--- src/mcp_pkg.sv ---
// Shared types and constants for the Monte Carlo call payoff accumulator.
`default_nettype none
package mcp_pkg;

    typedef struct packed {
        logic signed [15:0] normal_sample;
        logic               last_path;
    } in_t;

    typedef struct packed {
        logic [62:0] payoff_sum;
        logic [31:0] path_total;
    } out_t;

    typedef struct packed {
        logic [23:0]        spot_price;
        logic [23:0]        strike_price;
        logic signed [24:0] log_drift;
        logic [22:0]        log_vol;
    } cfg_t;

    // reduced exponent handed from front to back
    typedef struct packed {
        logic [31:0] frac;
        logic [8:0]  quo;
        logic        last_path;
    } job_t;

    typedef enum logic [1:0] {
        CFG_SPOT   = 2'd0,
        CFG_STRIKE = 2'd1,
        CFG_DRIFT  = 2'd2,
        CFG_VOL    = 2'd3
    } cfg_idx_t;

    typedef enum logic [1:0] {
        F_IDLE,
        F_MUL,
        F_DIV,
        F_PUSH
    } front_state_t;

    typedef enum logic [2:0] {
        B_IDLE,
        B_MUL,
        B_DIV,
        B_PROD,
        B_PRICE,
        B_ACC
    } back_state_t;

    localparam logic [40:0]        LN2_Q32    = 41'd2977044472;
    localparam logic [40:0]        X_OFFSET   = 41'd762123384832;  // 256 * LN2
    localparam logic [12:0]        RECIP_LN2  = 13'd5909;          // floor(2^44 / LN2)
    localparam logic [1:0]         RED_STEPS  = 2'd2;
    localparam logic signed [10:0] SHIFT_BIAS = 11'sd288;          // 32 + 256
    localparam logic [3:0]         EXP_TERMS  = 4'd12;
    localparam logic [1:0]         DIV_LAST   = 2'd3;
    localparam logic [32:0]        ONE_Q32    = 33'h1_0000_0000;
    localparam logic [62:0]        SUM_MAX    = '1;
    localparam logic [31:0]        PRICE_MAX  = '1;

    localparam logic [23:0] SPOT_RESET   = 24'd6553600;
    localparam logic [23:0] STRIKE_RESET = 24'd6553600;

endpackage
`default_nettype wire

--- src/mcp_front.sv ---
// Front end: accepts samples, forms the exponent and splits it into n*ln2 + r.
`default_nettype none
module mcp_front (
    input  wire logic         aclk,
    input  wire logic         aresetn,
    input  wire mcp_pkg::cfg_t cfg,
    input  wire logic         s_valid,
    output logic              s_ready,
    input  wire mcp_pkg::in_t s_data,
    output logic              push,
    output mcp_pkg::job_t     push_data,
    input  wire logic         full
);
    import mcp_pkg::*;

    front_state_t       state_reg, state_next;
    logic signed [15:0] z_reg;
    logic               last_reg;
    logic [40:0]        rem_reg;
    logic [8:0]         quo_reg;
    logic [1:0]         step_reg;

    logic signed [39:0] vol_term;
    logic signed [41:0] x_sum;
    logic [32:0]        q_scaled;
    logic [40:0]        q_back;
    logic               take;

    assign vol_term = $signed({1'b0, cfg.log_vol}) * z_reg;
    assign x_sum    = $signed({{5{cfg.log_drift[24]}}, cfg.log_drift, 12'd0})
                    + $signed({{2{vol_term[39]}}, vol_term})
                    + $signed({1'b0, X_OFFSET});
    // quotient estimate is exact or one low
    assign q_scaled = rem_reg[40:20] * RECIP_LN2;
    assign q_back   = quo_reg * LN2_Q32;
    assign take     = (rem_reg >= LN2_Q32);

    always_comb begin
        state_next = state_reg;
        unique case (state_reg)
            F_IDLE: if (s_valid) state_next = F_MUL;
            F_MUL:  state_next = F_DIV;
            F_DIV:  if (step_reg == 2'd0) state_next = F_PUSH;
            F_PUSH: if (!full) state_next = F_IDLE;
            default: state_next = F_IDLE;
        endcase
    end

    always_comb begin
        s_ready = 1'b0;
        push    = 1'b0;
        unique case (state_reg)
            F_IDLE:  s_ready = 1'b1;
            F_PUSH:  push = !full;
            default: ;
        endcase
    end

    assign push_data.frac      = rem_reg[31:0];
    assign push_data.quo       = quo_reg;
    assign push_data.last_path = last_reg;

    always_ff @(posedge aclk) begin
        if (!aresetn) begin
            state_reg <= F_IDLE;
        end else begin
            state_reg <= state_next;
        end
    end

    always_ff @(posedge aclk) begin
        case (state_reg)
            F_IDLE: begin
                if (s_valid) begin
                    z_reg    <= s_data.normal_sample;
                    last_reg <= s_data.last_path;
                end
            end
            F_MUL: begin
                rem_reg  <= x_sum[40:0];
                quo_reg  <= '0;
                step_reg <= RED_STEPS;
            end
            F_DIV: begin
                case (step_reg)
                    2'd2: quo_reg <= q_scaled[32:24];
                    2'd1: rem_reg <= rem_reg - q_back;
                    2'd0: begin
                        if (take) begin
                            rem_reg <= rem_reg - LN2_Q32;
                            quo_reg <= quo_reg + 9'd1;
                        end
                    end
                    default: ;
                endcase
                step_reg <= step_reg - 2'd1;
            end
            default: ;
        endcase
    end

endmodule
`default_nettype wire

--- config.mk ---
export PLATFORM = sky130hd
export DESIGN_NAME = mcp_front
export DESIGN_NICKNAME = d
export VERILOG_FILES = /design/src/mcp_pkg.sv /design/src/mcp_front.sv
export SDC_FILE = /design/constraint.sdc
export NUM_CORES = 2
export LEC_CHECK = 0
export ABC_AREA = 1
export BUFFER_PORTS_ARGS = -buffer_cell sky130_fd_sc_hd__buf_4
export CORE_UTILIZATION = 54
export DETAILED_ROUTE_END_ITERATION = 7
export PLACE_DENSITY_LB_ADDON = 0.05
export SLEW_MARGIN = 20
export SYNTH_ARGS = -nofsm -noshare
export SYNTH_HDL_FRONTEND = slang
export SYNTH_SLANG_ARGS = --single-unit
export TNS_END_PERCENT = 50
--- constraint.sdc ---
create_clock -name aclk -period 8.9 [get_ports aclk]
set_clock_uncertainty 0.15 [all_clocks]
set_input_delay 0.445 -clock aclk [delete_from_list [all_inputs] [get_ports aclk]]
set_output_delay 0.445 -clock aclk [all_outputs]
set_load 0.02 [all_outputs]
Yosys cells after proc, flatten, opt, wreduce, memory -nomap -nowiden
Cells that the tools add are included.

Register bits: 71. Bits in latches: 0. Bits in writable memories: 0. ROM bits: 0. Input port bits: 117. Output and inout bits: 44. Word-level logic and storage cells: 48. Memories: 0.

$add $sub $neg: 6. $mul: 3. Divide/modulo/power cells: 0. $lt $le $gt $ge: 1. Equal/unequal tests: 11. Shifts and indexed selects: 0. Mux-type cells: 13. Bitwise logic cells: 0. Reduce and logical (&&, ||, !) cells: 8.

Operators with widths (number): $pmux 41 s2 (2); $add 37x40->41 (1); $add 41x41->41 const B (1); $ge 41x32->1 const B (1); $mux 41 (1); $sub 41x32->41 const B (1); $sub 41x41->41 (1); $mul 24x16->40 (1); $mul 9x29->38 const B (1); $pmux 9 s2 (2); $mul 21x13->33 const B (1); $add 9x1->9 const B (1); $mux 9 (1); $reduce_and 3->1 (3); $pmux 2 s4 (1); $eq 2x2->1 const B (3); $mux 2 (3); $ne 2x2->1 const B (3); $ne 3x2->1 const B (2); $eq 2x1->1 const B (2); $logic_not 2->1 (2); $pmux 2 s2 (1); $ne 3x3->1 const B (1); $mux 1 (2); 4 further kinds (4).

Logic depth before layout (Yosys ltp)
Depth after elaboration: 4. Gate-level depth with buffers: 40. Gate-level depth less buffers: 39.

Least setup slack after synthesis
No wires, ideal clock.

Kind: register to register. Start point: register quo_reg[6]. End point: register rem_reg[36] (data pin). Library setup time: 258 ps. Data arrival time: 5871 ps. Required time: 8492 ps. Slack: 2621 ps. Stages on the path, launching flop included: 36. Buffers on the path: 1. Period minus slack after synthesis: 6279 ps. Cells stage by stage: edfxtp_1 -> fa_1 -> nand2_1 -> inv_1 -> nor2_1 -> ha_1 -> or2_2 -> clkbuf_1 -> xnor2_1 -> inv_1 -> ha_1 -> a21o_1 -> fa_1 -> ha_1 -> nand2_1 -> nor2_1 -> nand3_1 -> nand3_1 -> inv_1 -> o21a_1 -> o21ai_2 -> nand2_1 -> nand2_1 -> xnor2_1 -> ha_1 -> nand2_1 -> nor2_1 -> nand2_1 -> nor4_1 -> nand3_1 -> nand3_1 -> nand2_1 -> nand3_1 -> nand2_1 -> nand2_1 -> nand2_1.

Cells in the longest elaborated chain, start to end: 4.

RTL lines: start: declaration (line mcp_front.sv:20) `logic [8:0] quo_reg;`; start signal: assignment (line mcp_front.sv:86) `2'd2: quo_reg <= q_scaled[32:24];`; start signal: assignment (line mcp_front.sv:91) `quo_reg <= quo_reg + 9'd1;`; $mul 9x29->38 (line mcp_front.sv:35) `assign q_back = quo_reg * LN2_Q32;`; $sub 41x41->41 (line mcp_front.sv:87) `2'd1: rem_reg <= rem_reg - q_back;`; $pmux 41 s2 (line mcp_front.sv:85) `case (step_reg)`; $pmux 41 s2 (line mcp_front.sv:72) `case (state_reg)`; end signal: assignment (line mcp_front.sv:80) `rem_reg <= x_sum[40:0];`; end signal: assignment (line mcp_front.sv:87); end signal: assignment (line mcp_front.sv:90) `rem_reg <= rem_reg - LN2_Q32;`; end: declaration (line mcp_front.sv:19) `logic [40:0] rem_reg;`.

Every way passes these cells. A chain may end at the register's enable or synchronous reset.

Final worst setup path
Start point: register quo_reg[6]. End point: register rem_reg[31] (data pin).

The elaborated chain is that of the path after synthesis.

==> results.py <==
metrics = {
    "status": {
        "status": "complete, no violations",
    },
    "clocking": {
        "ctsResizeCount": 0,
        "cts_hold_buffers": 0,
        "clock-root-buffer": "clkbuf_16",
        "cts_buffer_depth": 2,
        "clk_pin_slew_ns": 0.07,
        "cts.sinks": 71,
        "cts_buffers": 9,
        "cts_tree": "built",
        "post_cts_buffers": 0,
        "cts.htree.levels": 3,
        "insertion_delay_ns": 0.39,
    },
    "synth": {
        "synth_xor_area_frac": 0.0203,
        "synth-edff-count": 69,
        "avgSynthCellArea_sq_um": 7.37,
        "synth-compound-area-share": 0.0879,
        "async_flop_share": 0,
        "yosys.area_share.simple": 0.193,
        "yosysWarningCount": 0,
        "synth-main-ff-cell": "edfxtp_1",
        "ys_ff_latch": 71,
        "synth_cells": 4151,
        "synth_top_family_by_area": "adder cells",
        "synth_mux_area_frac": 0,
        "synth_seq_area_share": 0.0690,
        "netlist_area_sq_mm": 0.0306,
        "synth.distinct_cells": 54,
        "synth_fa_ha_area_frac": 0.481,
        "synth_fp_nets": 5166,
    },
    "detailed_routing": {
        "drtIter0Drc": 1693,
        "dr.pass1.iters": 7,
        "dr_total_vias": 26000,
        "routed_wl_mm": 90.5,
        "drc": 0,
        "ant_nets": 0,
        "via_per_inst": 5.29,
        "wl_per_cell_microns": 18.4,
    },
    "die": {
        "dieArea_sq_mm": 0.0576,
        "initial_core_util": 0.551,
        "core.rowCount": 86,
        "coreArea_sq_mm": 0.0555,
        "ios": 161,
        "die_h_microns": 240,
        "fp.dieW_microns": 240,
    },
    "finish": {
        "nFillCells": 5506,
        "nets": 5169,
        "mostFrequentLayoutCells": "inv_1 (1037), nand2_1 (964), fa_1 (464)",
        "diodes": 0,
        "area_growth_pct": 5.10,
        "layout_commonest_cell": "inv_1",
        "largest_reg_flops": 41,
        "layout-drive-gt1-share": 0.0399,
    },
    "timing": {
        "tns_ns": 0,
        "worst_pin_slew_ns": 1.17,
        "hold_viol_final": 0,
        "rsz0062_at_grt": "no",
        "fmax_ghz": 0.134,
        "period_share": 0.839,
        "setup_viol": 0,
        "relSlewSlack": 0.223,
        "slew_viol_final": 0,
        "min_period_ns": 7.47,
    },
    "global_route": {
        "antenna_found_initial": 0,
        "grt_first_pass_wirelength_mm": 142,
        "grt_max_degree": 48,
        "grt_util_all_layers": 0.325,
        "grt-ovfl-total": 0,
        "grt_pass1_vias": 26300,
    },
    "worst_setup_path": {
        "cp.buffers_inverters": 4,
        "crit_path_top_delay_cell": "fa_1",
        "r2r_end": "rem_reg[31]$_DFFE_PP_",
        "crit_end": "rem_reg[31]$_DFFE_PP_",
        "path_class": "reg -> reg",
        "regToRegSetupSlack_ns": 1.43,
        "worstPathRequired_ns": 8.90,
        "startpoint": "quo_reg[6]$_SDFFCE_PN0P_",
        "arrival_ns": 7.47,
        "reg2reg_depth": 34,
        "path_max_fanout": 12,
        "crit_family": "adder cells",
        "crit_top_cell": "nand2_1",
        "crit_path_max_incr_delay_ns": 0.75,
        "rr_startpoint": "quo_reg[6]$_SDFFCE_PN0P_",
        "crit_cells": 34,
        "cp-end-kind": "register",
        "start_kind": "register",
    },
    "place": {
        "place_congestion": 0.992,
        "hpwl_mm": 77.6,
        "numPortBuffers": 112,
    },
    "hold_path": {
        "hold_class": "in -> reg",
    },
    "run": {
        "cap_violations": 0,
    },
}
kinds of logic (layout without fill, tap and decap cells):
family | after synthesis | count (layout)
and+or+nand+nor | 1456 | 1456
AOI/OAI and AO/OA | 484 | 484
xor gates and xnor gates | 71 | 71
adders and majority gates | 898 | 898
DFF | 71 | 71
buffers and inverters | 1171 | 1179
worst min-delay path by stage:
stage	startpoint	end	cells after the start
CTS	s_data[3]	z_reg[2]$_DFFE_PP_	1
finish	s_data[11]	z_reg[10]$_DFFE_PP_	1
detailed placement	state_reg[1]$_SDFFE_PN0P_	state_reg[1]$_SDFFE_PN0P_	2
global placement	state_reg[1]$_SDFFE_PN0P_	state_reg[1]$_SDFFE_PN0P_	2
global route	s_data[11]	z_reg[10]$_DFFE_PP_	1
floorplan	state_reg[1]$_SDFFE_PN0P_	state_reg[1]$_SDFFE_PN0P_	2
stage by stage:
| step | util | setup slack, ns | hold WS [ns] | std cells | instance area, sq um |
|---|---|---|---|---|---|
| global route | 0.579 | 1.03 | 0.0635 | 4907 | 32200 |
| finish | 0.579 | 1.43 | 0.0788 | 4907 | 32200 |
| detailed placement | 0.574 | 1.60 | 0.373 | 4891 | 31900 |
| CTS | 0.579 | 1.55 | 0.0591 | 4907 | 32200 |
| global placement | 0.574 | 1.61 | 0.376 | 4891 | 31900 |
| floorplan | - | 2.62 | 0.340 | 4151 | 30600 |
per-layer routing:
layer / part of all wire / GRT usage / routed length (microns)
met4: 0.040 / 0.124 / 3620
met1: 0.43 / 0.414 / 38500
met3: 0.051 / 0.0392 / 4650
met5: 0 / 0 / 0
met2: 0.48 / 0.561 / 43700
layout make-up:
class	count	area, sq um	area share
Tap cell	748	936	0.0291
Multi-Input combinational cell	2909	24000	0.745
Clock buffer	10	229	0.00712
Sequential cell	71	2110	0.0656
Timing Repair Buffer	124	931	0.0289
Clock inverter	6	92.6	0.00288
Inverter	1039	3900	0.121
synthesized netlist by cell type, types with 23 or more instances:
cell type	number	area (sq um)
a21oi_1	223	1120
a31oi_1	23	144
buf_4	33	248
clkbuf_1	87	327
edfxtp_1	69	2070
fa_1	464	9290
ha_1	434	5430
inv_1	1037	3890
nand2_1	964	3620
nand3_1	145	726
nand4_1	29	181
nor2_1	240	901
nor3_1	30	150
o21ai_0	149	746
o21bai_1	25	188
xnor2_1	37	324
xor2_1	34	298
Power is left out: the tool's default activity adds up to more than one toggle a clock period on the data nets, which glitch-free logic cannot reach.
