[src/mcp_pkg.sv]
// Shared types and constants for the Monte Carlo call payoff accumulator.
`default_nettype none
package mcp_pkg;

    typedef struct packed {
        logic signed [15:0] normal_sample;
        logic               last_path;
    } in_t;

    typedef struct packed {
        logic [62:0] payoff_sum;
        logic [31:0] path_total;
    } out_t;

    typedef struct packed {
        logic [23:0]        spot_price;
        logic [23:0]        strike_price;
        logic signed [24:0] log_drift;
        logic [22:0]        log_vol;
    } cfg_t;

    // reduced exponent handed from front to back
    typedef struct packed {
        logic [31:0] frac;
        logic [8:0]  quo;
        logic        last_path;
    } job_t;

    typedef enum logic [1:0] {
        CFG_SPOT   = 2'd0,
        CFG_STRIKE = 2'd1,
        CFG_DRIFT  = 2'd2,
        CFG_VOL    = 2'd3
    } cfg_idx_t;

    typedef enum logic [1:0] {
        F_IDLE,
        F_MUL,
        F_DIV,
        F_PUSH
    } front_state_t;

    typedef enum logic [2:0] {
        B_IDLE,
        B_MUL,
        B_DIV,
        B_PROD,
        B_PRICE,
        B_ACC
    } back_state_t;

    localparam logic [40:0]        LN2_Q32    = 41'd2977044472;
    localparam logic [40:0]        X_OFFSET   = 41'd762123384832;  // 256 * LN2
    localparam logic [12:0]        RECIP_LN2  = 13'd5909;          // floor(2^44 / LN2)
    localparam logic [1:0]         RED_STEPS  = 2'd2;
    localparam logic signed [10:0] SHIFT_BIAS = 11'sd288;          // 32 + 256
    localparam logic [3:0]         EXP_TERMS  = 4'd12;
    localparam logic [1:0]         DIV_LAST   = 2'd3;
    localparam logic [32:0]        ONE_Q32    = 33'h1_0000_0000;
    localparam logic [62:0]        SUM_MAX    = '1;
    localparam logic [31:0]        PRICE_MAX  = '1;

    localparam logic [23:0] SPOT_RESET   = 24'd6553600;
    localparam logic [23:0] STRIKE_RESET = 24'd6553600;

endpackage
`default_nettype wire

[src/mcp_queue.sv]
// Two-entry queue between front and back ends.
`default_nettype none
module mcp_queue (
    input  wire logic          aclk,
    input  wire logic          aresetn,
    input  wire logic          push,
    input  wire mcp_pkg::job_t push_data,
    output logic               full,
    input  wire logic          pop,
    output mcp_pkg::job_t      pop_data,
    output logic               empty
);
    import mcp_pkg::*;

    job_t       mem_reg [2];
    logic       wr_ptr_reg;
    logic       rd_ptr_reg;
    logic [1:0] count_reg;

    assign full     = (count_reg == 2'd2);
    assign empty    = (count_reg == 2'd0);
    assign pop_data = mem_reg[rd_ptr_reg];

    always_ff @(posedge aclk) begin
        if (!aresetn) begin
            wr_ptr_reg <= 1'b0;
            rd_ptr_reg <= 1'b0;
            count_reg  <= 2'd0;
        end else begin
            if (push) wr_ptr_reg <= !wr_ptr_reg;
            if (pop)  rd_ptr_reg <= !rd_ptr_reg;
            if (push && !pop)      count_reg <= count_reg + 2'd1;
            else if (pop && !push) count_reg <= count_reg - 2'd1;
        end
    end

    always_ff @(posedge aclk) begin
        if (push) mem_reg[wr_ptr_reg] <= push_data;
    end

endmodule
`default_nettype wire

[config.mk]
export PLATFORM = sky130hd
export DESIGN_NAME = mcp_queue
export DESIGN_NICKNAME = d
export VERILOG_FILES = /design/src/mcp_pkg.sv /design/src/mcp_queue.sv
export SDC_FILE = /design/constraint.sdc
export NUM_CORES = 1
export LEC_CHECK = 0
export BUFFER_PORTS_ARGS = -buffer_cell sky130_fd_sc_hd__buf_2
export CAP_MARGIN = 20
export CORE_MARGIN = 2
export CORE_UTILIZATION = 38
export CTS_CLUSTER_SIZE = 16
export DETAILED_ROUTE_END_ITERATION = 10
export GPL_ROUTABILITY_DRIVEN = 0
export SLEW_MARGIN = 40
export SYNTH_ARGS = -nofsm -noshare
export SYNTH_HDL_FRONTEND = slang
export SYNTH_SLANG_ARGS = --single-unit
[constraint.sdc]
create_clock -name aclk -period 3.8 [get_ports aclk]
set_clock_uncertainty 0.15 [all_clocks]
set_input_delay 0.57 -clock aclk [delete_from_list [all_inputs] [get_ports aclk]]
set_output_delay 0.57 -clock aclk [all_outputs]
set_load 0.05 [all_outputs]
# Yosys cells after proc, flatten, opt, wreduce, memory -nomap -nowiden
# Memory sizes are Yosys's and may differ from the RTL's. A register that Yosys moved wholly into a read port is not among the register bits.
# Cells that the tools add are included.
[word_totals]
ff_bits = 4
ram_bits = 84
word_cells = 21
inputBits = 46
latch_bits = 0
n_memories = 1
mem_bits_ro = 0
[memory_table]
columns = ["memory", "depth", "word_bits", "read_ports", "rd_ports_with_merged_regs", "write_ports", "line_no", "rtl"]
rows = [
  ["mem_reg", 2, 42, 1, 1, 1, "mcp_queue.sv:15", "job_t mem_reg [2];"],
]
[op_classes]
n_reduce_logical = 8
n_addsub = 2
shifts = 0
magnitude_cmp = 0
eq_ne = 1
div = 0
n_mul = 0
bitwise_logic = 0
mux = 6
[ops]
columns = ["cell", "n"]
rows = [
  ["1-bit zero test", 4],
  ["1-bit 2-to-1 mux", 4],
  ["2-bit 2-to-1 mux", 2],
  ["2-bit by 1-bit adder with 2-bit output, second input constant", 1],
  ["2-bit equality test, second input constant", 1],
  ["1-bit logical AND", 2],
  ["2-bit zero test", 1],
  ["2-bit nonzero test", 1],
  ["2-bit by 1-bit subtractor with 2-bit output, second input constant", 1],
]

# Longest topological paths before layout
# Gate-level depths: netlist of the first run.
[logic_depth]
depth_word = 4
depth_mapped = 5
ltp_nobuf = 5

# Least setup slack after synthesis of the first run
# OpenSTA, ideal clock, no wires.
[synth_timing]
path_kind = "input port to flip-flop"
startpoint = "input push"
endpoint = "memory mem_reg[0][0] (netlist bit) (enable)"
required_ns = 3.202
arrival_ns = 2.476
stages = 1
setup_slack_ns = 0.727
setup_ns = 0.448
path_cell_list = "nor2b_1"
[synth_via]
elab_chain_cells = 2
[synth_rtl]
columns = ["element", "line_no", "rtl"]
rows = [
  ["start, declared", "mcp_queue.sv:6", "input wire logic push,"],
  ["1-bit 2-to-1 mux", "mcp_queue.sv:38", "if (push) mem_reg[wr_ptr_reg] <= push_data;"],
  ["1-bit 2-to-1 mux (not written as such)", "mcp_queue.sv:38", ""],
  ["end, declared", "mcp_queue.sv:15", ""],
]
# Every way passes these cells.

==> results by group, run 1 <==
Status
  • Status: finished, final reports clean

Global route
  • First-pass GRT wire length: about 8.1 mm
  • Initial antenna violation count: 0
  • Gr usage total: 12.3%
  • Vias in the first global route: around 1.7k
  • Largest net degree at the start of global routing: 43
  • Grt total ovfl: 0

Synthesis
  • Post-Syn Area per Cell: 21.2 sq um
  • Sequential fraction of the synthesis area: 81.0%
  • Yosys warnings: 0
  • Synth Register Bits: a little under 90
  • Post-Syn Area: 3240 sq um
  • Post-Syn Instances: approximately 150
  • Yosys cell types: 16
  • Post-Syn Nets: 200

Clock tree
  • Root Driver: clkbuf_8
  • H-tree levels: 3
  • Post-CTS Setup Bufs: 0
  • Post-cts resize count: 0
  • Hold-fix buffers, CTS: 0
  • Clk_lat worst skew: about 0.34 ns
  • Clk slew on worst S/H paths: 0.09 ns
  • CTS tree: built
  • Number of CTS-inserted buffers: 9
  • Clock Path Buffers: 2
  • CTS Sinks: 89

Floorplanning
  • Area of the core: 8260 sq um
  • Die area: 9280 sq um
  • Starting Density: 39.2%
  • Io pins: 90
  • DIE HEIGHT: ~96 um
  • Site Rows: 33
  • Die X: 96.3 um

Critical path
  • CP top delay family: flip-flops
  • Slowest-stage cell, CP: dfxtp_4
  • WS Path Type: flop to output pin
  • Crit path required time: 3.08 ns
  • Reg2reg start: wr_ptr_reg
  • Crit Path Max Fanout: 42
  • CP peak stage delay: between 0.7 and 0.8 ns
  • Crit-path cells: mux2_2, buf_2
  • CP bufs+invs: 1
  • CP startpoint kind: flop
  • Setup crit end kind: output pin
  • CP arrival: 1.71 ns

Routing
  • Routed vias: about 1.6k
  • Avg WL per Cell: 15.5 um
  • Vias per Instance: 4.57
  • Total Wirelength: 5.57 mm
  • DRT Pass-1 Iters: 3
  • Antenna Nets Post-Route: 0
  • DR iter-0 viols: 47
  • DRC Markers: 0

Place
  • I/O Buffers: between 80 and 90
  • DP Wirelength: ~3.5 mm

Power
  • Psw: 0.000604 W
  • Clock share of power: between 30% and 40%
  • Combinational share of power: approximately 16%
  • Cell Int Power: 0.00161 W
  • Pwr/cell area: between 500 and 600 nW/um^2
  • Worst ir drop on vdd: 0.000209 V
  • Sw Share: 27.3%
  • Part of the power in registers: 52.5%
  • Total Power: 0.00221 W
  • Leakage power: 1.51 nW

Layout
  • Commonest non-fill, non-tap cell in the layout: buf_2
  • Area Growth Syn to Fin: 24.4%
  • Max reg flops: 84
  • Share of layout cells above drive strength 1: between 50 and 60%
  • Diode count: 0
  • Nets: 296
  • Most frequent cells in the layout: buf_2 (89), edfxtp_1 (84), mux2_2 (42), clkbuf_8 (9), dfxtp_1 (4)

Timing
  • Setup TNS: 0 ns
  • Max Freq: 411 MHz
  • Final setup fails: 0
  • Fin. Hold Viols: 0
  • Relative max-transition margin: 59.8%
  • Actual slew at the worst max-slew pin: 0.603 ns
  • Final hold slack: 0.253 ns
  • Final critical-path share of the clock period: 64.0%
  • Fin crit period: 2.43 ns
  • RSZ-0062 raised after global routing: false
  • Final Max Slew Viols: 0

Flow run
  • Max-Cap Viols: 0

Hold path
  • Hold path start: push_data[14]
  • HP Class: input pin to flop
-- cell type report --
type | instances | area (sq um)
multi-input cells | 58 | 598
well taps | 105 | 131
fillers | 736 | 4230
clock buffers | 9 | 124
repair buffers | 90 | 453
flip-flops and latches | 89 | 2630
inverters | 1 | 3.75
clock inverters | 7 | 93.8
-- metrics by stage --
step           area [sq um]  utilization, %  cells  setup slack [ns]
4_1_cts                4030            48.8    359              1.31
3_5_place_dp           3810            46.2    343              1.69
3_3_place_gp           3810            46.1    343              1.36
5_1_grt                4030            48.8    359              1.27
6_report               4030            48.8    359              1.37
2_1_floorplan          3240               -    153             0.727
-- synth_stat cells --
cell	count	share of area, %
a21boi_1	1	0.23
and2b_2	1	0.27
or3_1	1	0.19
nor2_1	1	0.12
ha_1	1	0.39
o21ai_0	1	0.15
edfxtp_1	84	78
o21a_1	1	0.23
xor2_1	2	0.54
nor2b_1	2	0.39
xnor2_1	1	0.27
mux2_2	42	15
dfxtp_1	5	3.1
and2_1	4	0.77
buf_2	5	0.77
inv_1	1	0.12
-- cells by family after synthesis --
| group | count (synthesis) | share of synthesized area, % |
|---|---|---|
| flops | 89 | 81.0 |
| mux | 42 | 14.6 |
| simple gates | 9 | 1.74 |
| buf+inv | 6 | 0.888 |
| compound gates | 3 | 0.618 |
| xor+xnor | 3 | 0.811 |
| fa+ha+maj | 1 | 0.386 |
-- path summary, 6_finish.rpt --
kind                    end  slack (ns)  depth (start not counted)
max            pop_data[33]        1.37                          2
min          mem_reg[0][14]        0.25                          1
max reg2reg   mem_reg[0][6]        2.12                          2
min reg2reg    count_reg[1]        0.35                          2
-- layer usage --
layer  up-vias  track usage, %  part of all wire, %
met5         -               0                    0
met4         0            6.69                  1.5
met3         8            4.46                  8.1
met2        64            19.9                   46
met1       784            14.2                   44
li1        786               -                    -
-- power by group through the flow --
| stage | Clock [W] | Sequential [W] | Combinational (W) |
|---|---|---|---|
| after CTS | 0.000715 | 0.00116 | 0.000359 |
| after floorplan | 0 | 0.00116 | 0.000285 |
| final | 0.000696 | 0.00116 | 0.000354 |
| after detailed placement | 0 | 0.00119 | 0.000357 |
| after global routing | 0.000747 | 0.00117 | 0.000375 |
| after global placement | 0 | 0.00118 | 0.000356 |
Note: power is estimated with default switching activity, not from simulation.
==> inputs of run 2 (changes only) <==
- clock period: 3.8 -> 2.25 ns (I/O delays scaled with it)
==> results by group, run 2 (synthesized netlist as in run 1, its figures left out) <==
Timing
  • Setup TNS: 0 ns (unchanged)
  • Actual slew at the worst max-slew pin: 0.328 ns (-0.276 ns)
  • PnR worst setup slack: 0.201 ns (-1.17 ns)
  • Relative max-transition margin: 78.2% (+18 points)
  • Max Freq: 488 MHz
  • Fin crit period: 2.05 ns
  • Final setup fails: 0 (unchanged)
  • Final critical-path share of the clock period: 91.1%
  • Final hold slack: 0.0306 ns (-0.223 ns)
  • Final Max Slew Viols: 0 (unchanged)
  • RSZ-0062 raised after global routing: false
  • Fin. Hold Viols: 0 (unchanged)

Layout
  • # fillers: 744 (+1.1%)
  • Max reg flops: 84 (unchanged)
  • Non-filler cells, final: 363 (+1.1%)
  • Area Growth Syn to Fin: 25.4%
  • Share of layout cells above drive strength 1: 59.3% (-0.15 points)
  • Commonest non-fill, non-tap cell in the layout: buf_2
  • Area of the multi-input gates: 597 sq um (-0.21%)
  • Diode count: 0 (unchanged)
  • Nets: 300 (+1.4%)
  • Sequential cell area: 2620 sq um (about the same)
  • Most frequent cells in the layout: buf_2 (89), edfxtp_1 (84), mux2_2 (42), clkbuf_8 (9)

Routing
  • Routed vias: 1677 (+2.1%)
  • Avg WL per Cell: 15.5 um (+0.14%)
  • DR iter-0 viols: 67 (+43%)
  • Antenna Nets Post-Route: 0 (unchanged)
  • DRC Markers: 0 (unchanged)
  • Total Wirelength: 5.64 mm (+1.3%)
  • DRT Pass-1 Iters: 4 (+1)
  • Vias per Instance: 4.62 (+1.0%)

Place
  • I/O Buffers: 89 (unchanged)
  • Place WS: 0.543 ns (-1.14 ns)
  • Placed Instances: 347 (+1.2%)
  • DP Wirelength: 3.67 mm (+5.8%)

Power
  • Total Power: 0.00372 W (+68%)
  • Pwr/cell area: 915 nW/um^2 (+67%)
  • Leakage power: 1.53 nW (+0.94%)
  • Worst ir drop on vdd: 0.000391 V (+87%)

Hold path
  • Hold path start: push_data[31]
  • Hold Crit Depth: 1 (unchanged)
  • HP Class: input pin to flop
  • Hold Path End: mem_reg[0][31]

Floorplanning
  • Die area: 9280 sq um (unchanged)
  • DIE HEIGHT: 96.3 um (unchanged)
  • Io pins: 90 (unchanged)
  • Starting Density: 39.2% (unchanged)
  • Site Rows: 33 (unchanged)
  • Area of the core: 8260 sq um (unchanged)
  • Die X: 96.3 um (unchanged)

Clock tree
  • Number of CTS-inserted buffers: 9 (unchanged)
  • CTS tree: built
  • H-tree levels: 3 (unchanged)
  • Post-cts resize count: 0 (unchanged)
  • Clock Path Buffers: 2 (unchanged)
  • Hold-fix buffers, CTS: 0 (unchanged)
  • Clk_lat worst skew: 0.33 ns (about the same)
  • Root Driver: clkbuf_8
  • CTS Sinks: 89 (unchanged)
  • Post-CTS Setup Bufs: 0 (unchanged)
  • Clk slew on worst S/H paths: 0.09 ns (about the same)

Critical path
  • Reg2reg start: wr_ptr_reg
  • CP arrival: 1.56 ns (-0.15 ns)
  • Setup crit end kind: output pin
  • Worst R2R Path Depth: 2 (unchanged)
  • Crit-path cells: buf_4, mux2_2, buf_2
  • WS Path Type: flop to output pin
  • R2R setup slack: 0.89 ns (-1.23 ns)
  • Slowest-stage cell, CP: mux2_2
  • Crit Path Max Fanout: 23 (-45%)
  • CP startpoint kind: flop
  • Crit path required time: 1.76 ns (-1.32 ns)
  • CP bufs+invs: 2 (+1)
  • CP top delay family: buffers and inverters
  • CP peak stage delay: 0.39 ns (-0.33 ns)
  • Reg-to-Reg End: mem_reg[0][17]

Status
  • Status: finished, final reports clean

Global route
  • Initial antenna violation count: 0 (unchanged)
  • First-pass GRT wire length: 8.15 mm (+0.68%)
  • Grt total ovfl: 0 (unchanged)
  • Gr usage total: 12.2% (-0.067 points)
  • Vias in the first global route: 1692 (-1.7%)
  • Largest net degree at the start of global routing: 37 (-14%)

Flow run
  • Max-Cap Viols: 0 (unchanged)
[run 2: cell types whose count changed in the layout (fill, tap and decap cells not counted), sizes merged]
cell      change
clkinvlp      +1
clkinv        -1
buf           +4
inv           -1
clkbuf        +1
[run 2: area by class of cell]
type	count	share of cell area [%]
clock inverters	6	2.03
flip-flops and latches	89	64.6
multi-input cells	58	14.7
repair buffers	94	12.2
inverters	1	0.0924
clock buffers	10	3.14
well taps	105	3.23
[run 2: how the worst max path moves through the flow]
stage | startpoint | cells after the start | end | slack [ns]
after floorplan | push | 1 | mem_reg[0][0] | 0.20
after global placement | flop | 3 | pop_data[6] | 0.54
after detailed placement | flop | 3 | pop_data[6] | 0.54
after CTS | flop | 3 | pop_data[6] | 0.15
after global routing | flop | 3 | pop_data[6] | 0.12
final | flop | 3 | pop_data[14] | 0.20
[run 2: worst register-to-register path: cells and delay by family (launching register included)]
family                 cells  cell delay, ns
DFF                        1            0.34
and+or+nand+nor            1            0.27
buffers and inverters      1            0.28
[run 2: routing by layer]
layer / share of wire, % / GRT usage (%) / vias to the layer above
met2: 52 / 21.0 / 46
li1: - / - / 789
met3: 4.2 / 2.58 / 8
met1: 42 / 14.3 / 834
met5: 0 / 0 / -
met4: 2.0 / 6.69 / 0
[run 2: through the flow]
step	area [sq um]	utilization, %
after floorplan	3240	-
final	4060	49.2
after detailed placement	3850	46.6
after CTS	4060	49.2
after global routing	4060	49.2
after global placement	3850	46.6
[run 2: power by group]
| group | internal (W) | switching, W | total, W |
|---|---|---|---|
| Sequential | 0.00191 | 0.0000239 | 0.00193 |
| Combinational | 0.000191 | 0.000447 | 0.000637 |
| Clock | 0.000619 | 0.000529 | 0.00115 |
==> inputs of run 3 (changes only) <==
- REMOVE_ABC_BUFFERS: unset -> 1
==> results by group, run 3 (synthesized netlist as in run 1, its figures left out) <==
Status
  • Status: finished, final reports clean

Clock tree
  • Clk_lat worst skew: 0.34 ns (about the same)
  • Post-CTS Setup Bufs: 0 (unchanged)
  • Clock Path Buffers: 2 (unchanged)
  • CTS Sinks: 89 (unchanged)
  • H-tree levels: 3 (unchanged)
  • Number of CTS-inserted buffers: 9 (unchanged)
  • Root Driver: clkbuf_8
  • Clk slew on worst S/H paths: 0.08 ns (about the same)
  • CTS tree: built
  • Post-cts resize count: 0 (unchanged)

Global route
  • Vias in the first global route: 1625 (-4.0%)
  • Initial antenna violation count: 0 (unchanged)
  • Gr usage total: 12.6% (+0.35 points)
  • Largest net degree at the start of global routing: 34 (-8.1%)
  • Grt total ovfl: 0 (unchanged)
  • First-pass GRT wire length: 8.21 mm (+0.77%)

Critical path
  • Reg2reg start: wr_ptr_reg
  • Slowest-stage cell, CP: mux2_2
  • Setup crit end kind: output pin
  • Crit path required time: 1.76 ns (about the same)
  • WS Path Type: flop to output pin
  • CP arrival: 1.61 ns (+0.05 ns)
  • CP startpoint kind: flop
  • CP peak stage delay: 0.40 ns (about the same)
  • Crit-path cells: buf_4, mux2_2, buf_2
  • Crit Path Max Fanout: 24 (+4.3%)

Timing
  • PnR worst setup slack: 0.156 ns (-0.0452 ns)
  • RSZ-0062 raised after global routing: false
  • Final critical-path share of the clock period: 93.1% (+2.0 points)
  • Fin crit period: 2.09 ns (+0.0452 ns)
  • Final setup fails: 0 (unchanged)
  • Fin. Hold Viols: 0 (unchanged)
  • Max Freq: 477 MHz (-2.2%)
  • Actual slew at the worst max-slew pin: 0.365 ns (+0.0376 ns)
  • Final Max Slew Viols: 0 (unchanged)
  • Relative max-transition margin: 75.7% (-2.5 points)
  • Final hold slack: 0.0254 ns (-0.00520 ns)

Power
  • Pwr/cell area: 898 nW/um^2 (-1.8%)
  • Total Power: 0.00376 W (+1.3%)
  • Worst ir drop on vdd: 0.000396 V (+1.3%)
  • Leakage power: 1.59 nW (+4.1%)

Floorplanning
  • Site Rows: 33 (unchanged)
  • Io pins: 90 (unchanged)
  • Die X: 96.3 um (unchanged)
  • Starting Density: 39.2% (unchanged)
  • Area of the core: 8260 sq um (unchanged)
  • DIE HEIGHT: 96.3 um (unchanged)
  • Die area: 9280 sq um (unchanged)

Routing
  • Avg WL per Cell: 15.0 um (-3.2%)
  • DRT Pass-1 Iters: 4 (unchanged)
  • Total Wirelength: 5.64 mm (unchanged)
  • Antenna Nets Post-Route: 0 (unchanged)
  • DR iter-0 viols: 27 (-60%)
  • DRC Markers: 0 (unchanged)
  • Routed vias: 1720 (+2.6%)
  • Vias per Instance: 4.59 (-0.72%)

Hold path
  • HP Class: input pin to flop
  • Hold path start: push_data[9]

Layout
  • Max reg flops: 84 (unchanged)
  • Share of layout cells above drive strength 1: 57.4% (-1.9 points)
  • Area Growth Syn to Fin: 29.4%
  • Commonest non-fill, non-tap cell in the layout: buf_2
  • Non-filler cells, final: 375 (+3.3%)
  • Final Cell Area: 4190 sq um (+3.2%)
  • Diode count: 0 (unchanged)
  • # fillers: 698 (-6.2%)
  • Nets: 312 (+4.0%)
  • Most frequent cells in the layout: buf_2 (89), edfxtp_1 (84), mux2_2 (42), dlygate4sd3_1 (12), clkbuf_8 (9)

Place
  • I/O Buffers: 89 (unchanged)
  • Placed Instances: 347 (unchanged)
  • Place WS: 0.514 ns (-0.0292 ns)
  • Placed Instance Area: 3850 sq um (unchanged)
  • DP Wirelength: 3.58 mm (-2.3%)

Flow run
  • Max-Cap Viols: 0 (unchanged)
==> run 3: final timing paths <==
check | end | slack, ns | depth (start not counted)
worst max-delay path | pop_data[6] | 0.16 | 3
worst min-delay path | mem_reg[1][9] | 0.03 | 1
worst max register to register | mem_reg[1][38] | 0.77 | 2
worst min register to register | count_reg[1] | 0.38 | 2
==> run 3: power by group <==
group          total (W)  internal, W  leakage, nW  switching [W]
clock network    0.00118     0.000632        0.111       0.000548
registers        0.00193      0.00191        0.830      0.0000237
logic           0.000654     0.000204        0.650       0.000450
==> run 3: layout make-up <==
cell class                 count  area, sq um  area share [%]
multi-input combinational     58          597            14.2
tap                          105          131            3.14
timing repair buffer         106          616            14.7
clock inverter                 6         91.3            2.18
inverter                       1         3.75          0.0896
sequential                    89         2620            62.6
clock buffer                  10          128            3.05
==> run 3: critical path, delay by kind of cell (launching register included) <==
family	cells	cell delay (ns)
buffers and inverters	2	0.52
DFF	1	0.33
muxes	1	0.40
==> run 3: stage by stage <==
stage | util, % | setup TNS, ns
2_1_floorplan | - | -25.31
3_3_place_gp | 46.6 | 0
3_5_place_dp | 46.6 | 0
4_1_cts | 49.5 | 0
5_1_grt | 50.7 | 0
6_report | 50.7 | 0
==> run 3: timing repair <==
action | 4_1_cts | 5_1_grt
setup endpoints to repair | 0 | 0
hold endpoints to repair | 4 | 17
hold buffers | 2 | 10
==> run 3: per-layer routing <==
metal	routed length [um]	track usage [%]
met5	0	0
met4	100	5.99
met3	437	5.09
met2	2520	18.4
met1	2580	16.3
